--- config.mk ---
export PLATFORM = sky130hd
export DESIGN_NAME = scancode_to_ascii_decoder_unit
export DESIGN_NICKNAME = d
export VERILOG_FILES = /design/src/sv/scdec_pkg.sv /design/src/sv/scdec_keymap.sv /design/src/sv/scdec_char_decode.sv /design/src/sv/scancode_to_ascii_decoder_unit.sv
export SDC_FILE = /design/constraint.sdc
export NUM_CORES = 1
export LEC_CHECK = 0
export BUFFER_PORTS_ARGS = -buffer_cell sky130_fd_sc_hd__buf_2
export CAP_MARGIN = 20
export CORE_ASPECT_RATIO = 0.75
export CORE_MARGIN = 2
export CORE_UTILIZATION = 47
export CTS_CLUSTER_SIZE = 24
export DETAILED_ROUTE_END_ITERATION = 10
export GPL_TIMING_DRIVEN = 0
export HOLD_SLACK_MARGIN = 0.12
export PLACE_DENSITY = 0.69
export SLEW_MARGIN = 20
export SYNTH_ARGS = -nofsm -noshare
export SYNTH_HDL_FRONTEND = slang
export SYNTH_HIERARCHICAL = 1
export SYNTH_SLANG_ARGS = --single-unit
export TNS_END_PERCENT = 20
--- constraint.sdc ---
create_clock -name clock -period 3.2 [get_ports clock]
set_input_delay 0.16 -clock clock [delete_from_list [all_inputs] [get_ports clock]]
set_output_delay 0.16 -clock clock [all_outputs]
set_load 0.02 [all_outputs]
--- src/sv/scdec_pkg.sv ---
// ----------------------------------------------------------------------------
// scdec_pkg
// Shared codes, types and the layout table of the set-1 scancode decoder.
// ----------------------------------------------------------------------------
package scdec_pkg;

   localparam int CODE_WIDTH = 7;
   localparam int CHAR_WIDTH = 8;

   localparam logic [CODE_WIDTH-1:0] KEY_TAB    = 7'h0F;
   localparam logic [CODE_WIDTH-1:0] KEY_LSHIFT = 7'h2A;
   localparam logic [CODE_WIDTH-1:0] KEY_RSHIFT = 7'h36;

   localparam logic [CHAR_WIDTH-1:0] CHAR_NONE     = 8'h00;
   localparam logic [CHAR_WIDTH-1:0] CHAR_UNMAPPED = 8'h23;
   localparam logic [CHAR_WIDTH-1:0] CHAR_NEWLINE  = 8'h0A;
   localparam logic [CHAR_WIDTH-1:0] CHAR_LOWER_A  = 8'h61;
   localparam logic [CHAR_WIDTH-1:0] CHAR_LOWER_Z  = 8'h7A;
   localparam logic [CHAR_WIDTH-1:0] CASE_BIT      = 8'h20;

   // Modifier keys as they stand once the current item is applied
   typedef struct packed {
      logic shift_held;
      logic tab_held;
   } key_status_type;

   typedef struct packed {
      logic                  is_make;
      logic [CHAR_WIDTH-1:0] char_code;
      logic                  char_valid;
      logic                  space_before;
      logic                  next_terminal;
   } result_type;

   // Layout ROM; zero marks an unmapped key
   function automatic logic [CHAR_WIDTH-1:0] layout_rom(input logic [CODE_WIDTH-1:0] code);
      logic [CHAR_WIDTH-1:0] ch;
      unique case (code)
         7'h02: ch = 8'h31;
         7'h03: ch = 8'h32;
         7'h04: ch = 8'h33;
         7'h05: ch = 8'h34;
         7'h06: ch = 8'h35;
         7'h07: ch = 8'h36;
         7'h08: ch = 8'h37;
         7'h09: ch = 8'h38;
         7'h0A: ch = 8'h39;
         7'h0B: ch = 8'h30;
         7'h0C: ch = 8'h27;
         7'h0D: ch = 8'hA1;
         7'h10: ch = 8'h71;
         7'h11: ch = 8'h77;
         7'h12: ch = 8'h65;
         7'h13: ch = 8'h72;
         7'h14: ch = 8'h74;
         7'h15: ch = 8'h79;
         7'h16: ch = 8'h75;
         7'h17: ch = 8'h69;
         7'h18: ch = 8'h6F;
         7'h19: ch = 8'h70;
         7'h1A: ch = 8'h60;
         7'h1B: ch = 8'h2B;
         7'h1C: ch = 8'h0A;
         7'h1E: ch = 8'h61;
         7'h1F: ch = 8'h73;
         7'h20: ch = 8'h64;
         7'h21: ch = 8'h66;
         7'h22: ch = 8'h67;
         7'h23: ch = 8'h68;
         7'h24: ch = 8'h6A;
         7'h25: ch = 8'h6B;
         7'h26: ch = 8'h6C;
         7'h27: ch = 8'hF1;
         7'h29: ch = 8'hBA;
         7'h2B: ch = 8'hE7;
         7'h2C: ch = 8'h7A;
         7'h2D: ch = 8'h78;
         7'h2E: ch = 8'h63;
         7'h2F: ch = 8'h76;
         7'h30: ch = 8'h62;
         7'h31: ch = 8'h6E;
         7'h32: ch = 8'h6D;
         7'h33: ch = 8'h2C;
         7'h34: ch = 8'h2E;
         7'h35: ch = 8'h2D;
         7'h37: ch = 8'h2A;
         7'h39: ch = 8'h20;
         7'h47: ch = 8'h37;
         7'h48: ch = 8'h38;
         7'h49: ch = 8'h39;
         7'h4A: ch = 8'h2D;
         7'h4B: ch = 8'h34;
         7'h4C: ch = 8'h35;
         7'h4D: ch = 8'h36;
         7'h4E: ch = 8'h2B;
         7'h4F: ch = 8'h31;
         7'h50: ch = 8'h32;
         7'h51: ch = 8'h33;
         7'h52: ch = 8'h30;
         7'h56: ch = 8'h3C;
         default: ch = CHAR_NONE;
      endcase
      return ch;
   endfunction

endpackage

--- src/sv/scdec_keymap.sv ---
// ----------------------------------------------------------------------------
// scdec_keymap
// Pressed-key map, one flop per scancode, cleared at reset. Reports the
// modifier keys as they stand after the current item is applied.
// ----------------------------------------------------------------------------
module scdec_keymap (
   input  logic                                clock,
   input  logic                                reset,
   input  logic                                wr_en,
   input  logic [scdec_pkg::CODE_WIDTH-1:0]    code,
   input  logic                                make,
   output scdec_pkg::key_status_type           status
);

   localparam int NUM_KEYS = 1 << scdec_pkg::CODE_WIDTH;

   logic [NUM_KEYS-1:0] map_ff;
   logic [NUM_KEYS-1:0] map_in;

   always_comb begin
      map_in = map_ff;
      if (wr_en) begin
         map_in[code] = make;
      end
   end

   always_ff @(posedge clock) begin
      if (reset) begin
         map_ff <= '0;
      end else begin
         map_ff <= map_in;
      end
   end

   // Look ahead through the write so a make of shift counts at once
   assign status.shift_held = map_in[scdec_pkg::KEY_LSHIFT] | map_in[scdec_pkg::KEY_RSHIFT];
   assign status.tab_held   = map_in[scdec_pkg::KEY_TAB];

endmodule

--- src/sv/scdec_char_decode.sv ---
// ----------------------------------------------------------------------------
// scdec_char_decode
// Table lookup, shift case folding and result flags for one keyboard byte.
// ----------------------------------------------------------------------------
module scdec_char_decode (
   input  logic [7:0]                 scan_byte,
   input  scdec_pkg::key_status_type  status,
   output scdec_pkg::result_type      result
);

   logic [scdec_pkg::CODE_WIDTH-1:0] code;
   logic [scdec_pkg::CHAR_WIDTH-1:0] rom_char;
   logic                             is_lower;

   assign code     = scan_byte[scdec_pkg::CODE_WIDTH-1:0];
   assign rom_char = scdec_pkg::layout_rom(code);
   assign is_lower = (rom_char >= scdec_pkg::CHAR_LOWER_A) &&
                     (rom_char <= scdec_pkg::CHAR_LOWER_Z);

   always_comb begin
      result = '0;
      if (!scan_byte[7]) begin
         result.is_make       = 1'b1;
         result.next_terminal = status.shift_held & status.tab_held;
         if (rom_char == scdec_pkg::CHAR_NONE) begin
            result.char_code = scdec_pkg::CHAR_UNMAPPED;
         end else begin
            result.char_valid   = 1'b1;
            result.space_before = (rom_char == scdec_pkg::CHAR_NEWLINE);
            // clear the case bit to uppercase a letter
            if (status.shift_held && is_lower) begin
               result.char_code = rom_char & ~scdec_pkg::CASE_BIT;
            end else begin
               result.char_code = rom_char;
            end
         end
      end
   end

endmodule

--- src/sv/scancode_to_ascii_decoder_unit.sv ---
// ----------------------------------------------------------------------------
// scancode_to_ascii_decoder_unit
// Set-1 keyboard byte to character decoder with a pressed-key map.
// ----------------------------------------------------------------------------
//  channel | direction | payload                                   | handshake
//  req     | in        | scan_byte                                 | req_valid/req_ready
//  rsp     | out       | is_make, char_code, char_valid,           | rsp_valid/rsp_ready
//          |           | space_before, next_terminal               |
//
//  One item per cycle unless the output stalls: each accepted byte updates the
//  key map and yields its result in the output register on the next cycle.
//  Reset clears the key map and the output valid.
//  A stalled result holds; a new byte is still taken in the cycle the held
//  result is taken.
// ----------------------------------------------------------------------------
module scancode_to_ascii_decoder_unit (
   input  logic       clock,
   input  logic       reset,
   input  logic       req_valid,
   output logic       req_ready,
   input  logic [7:0] req_scan_byte,
   output logic       rsp_valid,
   input  logic       rsp_ready,
   output logic       rsp_is_make,
   output logic [7:0] rsp_char_code,
   output logic       rsp_char_valid,
   output logic       rsp_space_before,
   output logic       rsp_next_terminal
);

   scdec_pkg::key_status_type status;
   scdec_pkg::result_type     result;
   scdec_pkg::result_type     result_ff;
   logic                      valid_ff;
   logic                      valid_in;
   logic                      accept;

   assign req_ready = !valid_ff || rsp_ready;
   assign accept    = req_valid && req_ready;
   assign valid_in  = accept || (valid_ff && !rsp_ready);

   scdec_keymap u_keymap (
      .clock  (clock),
      .reset  (reset),
      .wr_en  (accept),
      .code   (req_scan_byte[scdec_pkg::CODE_WIDTH-1:0]),
      .make   (!req_scan_byte[7]),
      .status (status)
   );

   scdec_char_decode u_char_decode (
      .scan_byte (req_scan_byte),
      .status    (status),
      .result    (result)
   );

   always_ff @(posedge clock) begin
      if (reset) begin
         valid_ff <= 1'b0;
      end else begin
         valid_ff <= valid_in;
      end
   end

   always_ff @(posedge clock) begin
      if (accept) begin
         result_ff <= result;
      end
   end

   assign rsp_valid         = valid_ff;
   assign rsp_is_make       = result_ff.is_make;
   assign rsp_char_code     = result_ff.char_code;
   assign rsp_char_valid    = result_ff.char_valid;
   assign rsp_space_before  = result_ff.space_before;
   assign rsp_next_terminal = result_ff.next_terminal;

endmodule
After elaboration in Yosys (flattened, before gate mapping):

Memories as Yosys holds them, arrays and structs flattened.
Cells that the tools add are included.

* add/subtract/negate cells: 0
* multipliers: 0
* div/mod/pow operators: 0
* order comparisons: 4
* eq/ne operators: 1
* shift-type cells: 0
* multiplexer cells: 8
* bitwise operators: 2
* reductions and logical operators: 12

Operator list (number)
* $bwmux 128: 1
* $mux 55: 1
* $mux 12: 1
* $eq 8x4->1 const B: 1
* $ge 8x7->1 const B: 1
* $le 8x7->1 const B: 1
* $logic_not 8->1: 1
* $lt 7x8->1 const B: 1
* $mux 8: 1
* $demux 1 s7: 1
* $ge 7x1->1 const B: 1
* $mux 6: 1
* $logic_and 1x1->1: 5
* $logic_not 1->1: 3
* $logic_or 1x1->1: 2
* $mux 2: 1
* $reduce_or 2->1: 1
* $and 1x1->1: 1
* $mux 1: 1
* $or 1x1->1: 1

* register bits: 141
* bits in latches: 0
* memory bits (writable): 0
* bits in read-only memories: 1024
* bits of input ports: 12
* output and inout port bits: 14
* word-level logic and storage cells: 37
* memories kept: 1

Memories
* (no name shown): words 128, width 8, rd ports 1, clocked after Yosys merged registers in 0, write ports 0, RTL line scdec_pkg.sv:38 `unique case (code)`

Logic depth before layout (Yosys ltp):

Gate-level depths: netlist (run 1).

* depth after elaboration: 11
* gate-level depth with buffers: 10
* depth with buffers taken out: 9

Hierarchy:

The synthesis (run 1) kept the hierarchy.

By module, submodules not included
* scdec_char_decode: times used 1, cells an instance 170, area an instance 1236.2 µm², seq. area each 0.0 µm²
* scancode_to_ascii_decoder_unit: times used 1, cells an instance 18, area an instance 419.2 µm², seq. area each 380.4 µm²
* scdec_keymap: times used 1, cells an instance 28, area an instance 259.0 µm², seq. area each 60.1 µm²

Least setup slack after synthesis (run 1):

OpenSTA, ideal clock, no wires.

* path kind: input to register
* from: input req_scan_byte[1]
* to: register result_ff (netlist bit rsp_char_valid) (data pin)
* library setup time: 255 ps
* arrival: 2269 ps
* required time: 2945 ps
* path slack: 676 ps
* cell stages on the path: 10
* buffers on the path: 1
* cell sequence: buf_2 inv_1 ha_1 xor2_1 a221oi_2 a311oi_1 a31oi_4 nand2_2 or4_4 and2_1

* cells in the longest elaborated chain, start to end: 3

Ends and longest elaborated chain
* from (decl): RTL line scancode_to_ascii_decoder_unit.sv:21 `input logic [7:0] req_scan_byte,`
* $mem_v2 128x8
* $logic_not 8->1: RTL line scdec_char_decode.sv:25 `if (rom_char == scdec_pkg::CHAR_NONE) begin`
* $mux 2: RTL line scdec_char_decode.sv:25
* to (signal assigned): RTL line scancode_to_ascii_decoder_unit.sv:67 `result_ff <= result;`
* to (decl): RTL line scancode_to_ascii_decoder_unit.sv:33 `scdec_pkg::result_type result_ff;`

Every way passes these cells.
A chain may end at the register's enable or synchronous reset.

Worst setup path after layout (run 1):

Same ends and word-level chain as after synthesis.

==> results of run 1 <==
==> registers in the layout, indices dropped and copies added, names as in the netlist <==
register	count
rsp_char_code	8
u_keymap/map_ff	3
rsp_char_valid	1
rsp_is_make	1
rsp_next_terminal	1
rsp_space_before	1
rsp_valid	1
==> critical path, delay by kind of cell <==
family / cells / cell delay [ns]
and+or+nand+nor: 3 / 0.82
buffers and inverters: 3 / 0.60
AOI/OAI and AO/OA: 3 / 0.59
adders and majority gates: 1 / 0.47
xor gates and xnor gates: 1 / 0.22
==> power groups by stage <==
stage                     logic (W)  registers [W]  clock network (W)
after floorplan            0.000149       0.000260                  0
after global placement     0.000227       0.000244                  0
after detailed placement   0.000226       0.000244                  0
after CTS                  0.000227       0.000240           0.000153
after global routing       0.000252       0.000241           0.000162
final                      0.000233       0.000240           0.000151
==> kinds of logic (layout without fill, tap and decap cells) <==
group,Yosys count,count (layout),share of synthesized area [%]
simple gates,78,78,25.95
xor+xnor,1,1,0.4576
buf+inv,31,60,9.020
fa+ha+maj,12,12,7.843
mux,12,12,8.496
compound gates,66,66,25.23
flops,16,16,23.01
==> through the flow <==
step           utilization [%]  area [sq um]
6_report                 54.12          2153
5_1_grt                  54.12          2153
4_1_cts                  54.12          2153
3_5_place_dp             52.99          2108
3_3_place_gp             52.99          2108
2_1_floorplan                -          1914
==> final timing paths <==
check                                                    start                              to  slack [ns]  cells after the start
worst min register to register  u_keymap/map_ff[15]$_SDFF_PP0_  u_keymap/map_ff[15]$_SDFF_PP0_        0.51                      2
worst max-delay path                          req_scan_byte[1]        rsp_char_valid$_DFFE_PP_        0.35                     11
worst max register to register            rsp_valid$_SDFF_PP0_      rsp_char_code[5]$_DFFE_PP_        1.17                      7
worst min-delay path                                     reset            rsp_valid$_SDFF_PP0_        0.13                      2
==> cell type report <==
type	instances	area share, %
Inverter	14	2.440
Multi-Input combinational cell	169	60.43
Clock buffer	3	1.917
Sequential cell	16	20.45
Clock inverter	1	0.1743
Tap cell	55	3.196
Timing Repair Buffer	25	5.811
Buffer	17	5.578
==> layout by cell type, fill, tap and decap left out, drive strengths merged, types with 4 or more instances in the layout <==
cell type / netlist / final
ha: 12 / 12
mux2i: 5 / 5
dfxtp: 4 / 4
a21oi: 17 / 17
o311ai: 4 / 4
nand3: 7 / 7
mux2: 5 / 5
edfxtp: 12 / 12
nor2: 16 / 16
nor2b: 8 / 8
o21ai: 15 / 15
o211ai: 4 / 4
inv: 14 / 14
nand2b: 6 / 6
and3: 5 / 5
buf: 15 / 40
clkbuf: 2 / 5
a311oi: 4 / 4
nand2: 13 / 13
==> routing by layer <==
layer / wire [microns] / vias to the layer above / global-route usage (%)
li1: - / 875 / -
met1: 2360 / 840 / 34.06
met2: 1981 / 105 / 31.90
met3: 598 / 4 / 7.774
met4: 13 / 0 / 2.296
met5: 0 / - / 0
==> impl_results.md, run 1 <==
- Initial antenna violation count: 0
- Layout fillers: approximately 370
- Antenna-violating nets left: 0
- I/O pins: 26
- First-pass GRT wire length: roughly 8000 microns
- Clk pwr share: 24.2%
- HPWL Detailed: ~3800 microns
- Avg WL per Cell: between 15 and 20 microns
- Top cell type's share of synthesized area: between 10% and 20%
- Setup tns final: 0 ns
- Vias: approximately 1800
- Cts hold-fix bufs: 0
- Most frequent cell after synthesis: nor2_1
- Slew HR: 63.76%
- Rows: 20
- Final Wtd Congestion: about 0.98
- Clk buf depth: 2
- Sw Share: 34.10%
- Worst-path clk slew: 0.06 ns
- Critical path class: input port to flop
- Endpoint class of the critical path: flop
- Seq pwr share: 38.5%
- Worst clock skew: 0.004055 ns
- Largest net degree at the start of global routing: 16
- Dpl ws: around 0.14 ns
- Setup ws final: roughly 0.35 ns
- Quantity of gates resized following cts: 0
- Tot Pwr: 0.0006232 W
- Port bufs: 25
- Diodes inserted: 0
- CP max-delay cell: or4_4
- Top post-synthesis cells by area: edfxtp_1 (19%), ha_1 (7.8%), dfxtp_1 (4.2%)
- Cell Pwr Density: 289.4 nW/um^2
- DRC: 0
- Vias in the first global route: roughly 1600
- Post-Place Cells: 296
- Most used cell, CP: buf_2
- Register area: between 400 and 500 sq um
- Total GRT Usage: between 20% and 30%
- CTS Buf Count: 3
- MaxCap Viol Count: 0
- Setup Buffers After CTS: 0
- Hold Vio Cnt, Final: 0
- Die Wd: ~78 microns
- DR vias/cell: around 6.1
- CTS tree: yes
- CP max stage delay: between 0.5 and 0.6 ns
- Outcome: complete, no violations
- P_int: about 0.0004 W
- CTS Sinks: 16
- CP arrival: 2.86 ns
- H-Tree Depth: 1
- FMAX: around 350 MHz
- Leakage power total: between 0.9 and 1 nW
- Number of flops mapped to enable cells by yosys: 12
- Top post-synthesis cells by count: nor2_1 (16), a21oi_1 (15), inv_1 (13)
- Die area: approximately 4600 sq um
- Total Wirelength: approximately 5000 microns
- Layout cells sized above 1: about 28%
- RSZ-0062 raised after global routing: no
- Net count, final: 270
- 1st-iter DRT viols: around 240
- Cell chain of the critical path: buf_2 -> buf_2 -> inv_1 -> ha_1 -> xor2_1 -> a221oi_2 -> a311oi_1 -> a31oi_4 -> nand2_2 -> or4_4 -> and2_1
- Slew Viols, Final: 0
- Mapped Area: ~1900 sq um
- Net Switching: approximately 0.00021 W
- Crit Path Max Fanout: 11
- Worst-Skew Late Latency: ~0.24 ns
- Final setup viols: 0
- First-pass iteration count of the detailed router: 5
- Core Box Area: 3979 sq um
- Required @ worst endpoint: between 3 and 4 ns
- Yosys cell types: 65
- Worst Hold Class: input port to flop
- Slew @ Worst Pin: around 0.54 ns
- Crit share post-route: just under 90%
- Cells after Synth: between 200 and 250
- Post-Syn Area per Cell: approximately 8.9 sq um
- Overflow after GRT: 0
- Top_reg_cell synth: edfxtp_1
- Fraction of registers with async set or reset after synthesis: 0%
- Peak VDD IR: roughly 0.22 mV
- Synth Net Count: between 200 and 250
- Die H: 59.27 microns
- Area occupied by multi-input gates: approximately 1300 sq um
- Sequential fraction of the synthesis area: a little under a quarter
- Area Overhead vs Synth: 12.48%
- Post-route insts no fill: 300
- Post-synth top area cell: edfxtp_1
- Hold_ws: about 0.13 ns
- Synth Register Bits: 16
- Clk root buf: clkbuf_8
- Min cycle time layout: ~2.9 ns
- Initial Util: 48.11%
- Synth warnings: 6
- Combinational power share: a little under two fifths
- Startpoint Class: input port
Power figures use the tool's default switching activity.
==> run 2, diff against run 1 <==
--- a/config.mk
+++ b/config.mk
@@ -14,7 +14,7 @@
 export DETAILED_ROUTE_END_ITERATION = 10
 export GPL_TIMING_DRIVEN = 0
 export HOLD_SLACK_MARGIN = 0.12
-export PLACE_DENSITY = 0.69
+export PLACE_DENSITY_LB_ADDON = 0.12
 export SLEW_MARGIN = 20
 export SYNTH_ARGS = -nofsm -noshare
 export SYNTH_HDL_FRONTEND = slang
==> impl_results.md, run 2 (synthesized netlist as in run 1, its figures left out) <==
- Outcome: complete, no violations
- Layout Utilization: between 50% and 60%
- Crit share post-route: between 90% and 100%
- Initial Util: about half
- Final Wtd Congestion: around 0.93
- Worst Hold Class: input port to flop
- Worst clock skew: between 0.004 and 0.005 ns
- Avg WL per Cell: about 16 microns
- Hold_ws: 0.1208 ns
- Largest net degree at the start of global routing: 16
- Grt met2 use: approximately 30%
- RSZ-0062 raised after global routing: no
- R2r setup slk: 1.25 ns
- Met1 global-route usage: about a third
- Slew Viols, Final: 0
- First-pass iteration count of the detailed router: 5
- Slew @ Worst Pin: about 0.48 ns
- R2R cell count: 7
- Startpoint Class: input port
- CTS tree: yes
- Final setup viols: 0
- Diodes inserted: 0
- Worst Hold End: rsp_valid$_SDFF_PP0_
- Clk root buf: clkbuf_8
- Antenna-violating nets left: 0
- DRC: 0
- Top Usage Layer GRT: met1
- Most common cell after layout, fill and taps aside: buf_2
- Port bufs: 25
- Most used cell, CP: buf_2
- Critical path class: input port to flop
- Endpoint class of the critical path: flop
- CP max-delay cell: or4_4
- Setup tns final: 0 ns
- Total Wirelength: between 4000 and 5000 microns
- Quantity of gates resized following cts: 0
- FF-to-FF Start: rsp_valid$_SDFF_PP0_
- Leakage power total: ~0.93 nW
- Area Overhead vs Synth: 12.48%
- Slew HR: about two thirds
- HP Start: reset
- Peak VDD IR: around 0.17 mV
- HPWL Detailed: between 3000 and 4000 microns
- Worst-Skew Late Latency: 0.25 ns
- Crit Path Max Fanout: 11
- Hold Vio Cnt, Final: 0
- I/O pins: 26
- Worst Hold Path Cells: 2
- Cell chain of the critical path: buf_2 -> buf_2 -> inv_1 -> ha_1 -> xor2_1 -> a221oi_2 -> a311oi_1 -> a31oi_4 -> nand2_2 -> or4_4 -> and2_1
- Total GRT Usage: 21.71%
- FMAX: 346.6 MHz
- M3 GR Usage: approximately 5.5%
- Clk buf depth: 2
- Commonest cells after routing, fill and taps aside: buf_2 (31), nor2_1 (16), a21oi_1 (15), inv_1 (13)
- Die H: 59.27 microns
- Required @ worst endpoint: around 3.2 ns
- Layout cells sized above 1: roughly 28%
- Initial antenna violation count: 0
- CP max stage delay: approximately 0.56 ns
- Core Box Area: 3979 sq um
- CTS Buf Count: 3
- Vias: 1849
- Die area: between 4000 and 5000 sq um
- Min cycle time layout: slightly below 3 ns
- Net count, final: between 200 and 300
- DR vias/cell: about 6
- Setup Buffers After CTS: 0
- Max FFs per register: 8
- Die Wd: roughly 78 microns
- CP delay by family, top: simple AND/OR/NAND/NOR gates
- Reg2reg end: rsp_char_code[5]$_DFFE_PP_
- H-Tree Depth: 1
- Rows: 20
- MaxCap Viol Count: 0
- Vias in the first global route: 1659
- CTS Sinks: 16
- Worst-path clk slew: around 0.060 ns
- CP arrival: 2.89 ns
- Cts hold-fix bufs: 0
- Cell Pwr Density: ~290 nW/um^2
- Crit path buffers/inverters: 3
- 1st-iter DRT viols: between 200 and 250
- First-pass GRT wire length: around 8000 microns
- Overflow after GRT: 0
## run 2: cell counts in the layout (fill, tap and decap cells not counted)
No cell type changed its count.
## run 2: final cells by class
class | count | area, sq um
buffer | 17 | 120.1
tap | 55 | 68.82
inverter | 14 | 52.55
timing repair buffer | 25 | 125.1
clock inverter | 1 | 3.754
fill | 374 | 1826
multi-input combinational | 169 | 1301
sequential | 16 | 440.4
clock buffer | 3 | 41.29
## run 2: stage by stage
stage / instance area (sq um) / power [W] / std cells / setup slack, ns
after floorplan: 1914 / 0.0004084 / 216 / 0.6762
after global placement: 2108 / 0.0004734 / 296 / 0.06976
after detailed placement: 2108 / 0.0004706 / 296 / 0.1065
after CTS: 2153 / 0.0006202 / 300 / 0.3634
after global routing: 2153 / 0.0006531 / 300 / 0.1724
final: 2153 / 0.0006207 / 300 / 0.3145
## run 2: where the power goes
part | internal, W | switching, W | leakage, nW
Clock | 0.0000850 | 0.0000637 | 0.0231
Combinational | 0.0000893 | 0.000143 | 0.759
Sequential | 0.000237 | 0.00000275 | 0.152
## run 2: worst register-to-register path, stage by stage, from the launching register on
cell	delay, ns
dfxtp_1	0.33
nand2b_4	0.08
and2_4	0.25
and4bb_2	0.28
o21ai_1	0.08
a22oi_1	0.23
o2111ai_1	0.16
o221a_2	0.29
## run 2: metal layers
| layer | part of all wire [%] | vias to the layer above | wire, microns |
|---|---|---|---|
| met5 | 0 | - | 0 |
| li1 | - | 869 | - |
| met1 | 47 | 821 | 2298 |
| met2 | 39 | 140 | 1918 |
| met3 | 11 | 19 | 557 |
| met4 | 2.0 | 0 | 99 |
## run 2: worst max-delay path by stage
stage                           from                        to  slack, ns  cells after the start
floorplan           req_scan_byte[1]  rsp_char_valid$_DFFE_PP_       0.68                     10
global placement    req_scan_byte[1]  rsp_char_valid$_DFFE_PP_       0.07                     11
detailed placement  req_scan_byte[1]  rsp_char_valid$_DFFE_PP_       0.11                     11
CTS                 req_scan_byte[1]  rsp_char_valid$_DFFE_PP_       0.36                     11
global route        req_scan_byte[1]  rsp_char_valid$_DFFE_PP_       0.17                     11
finish              req_scan_byte[1]  rsp_char_valid$_DFFE_PP_       0.31                     11
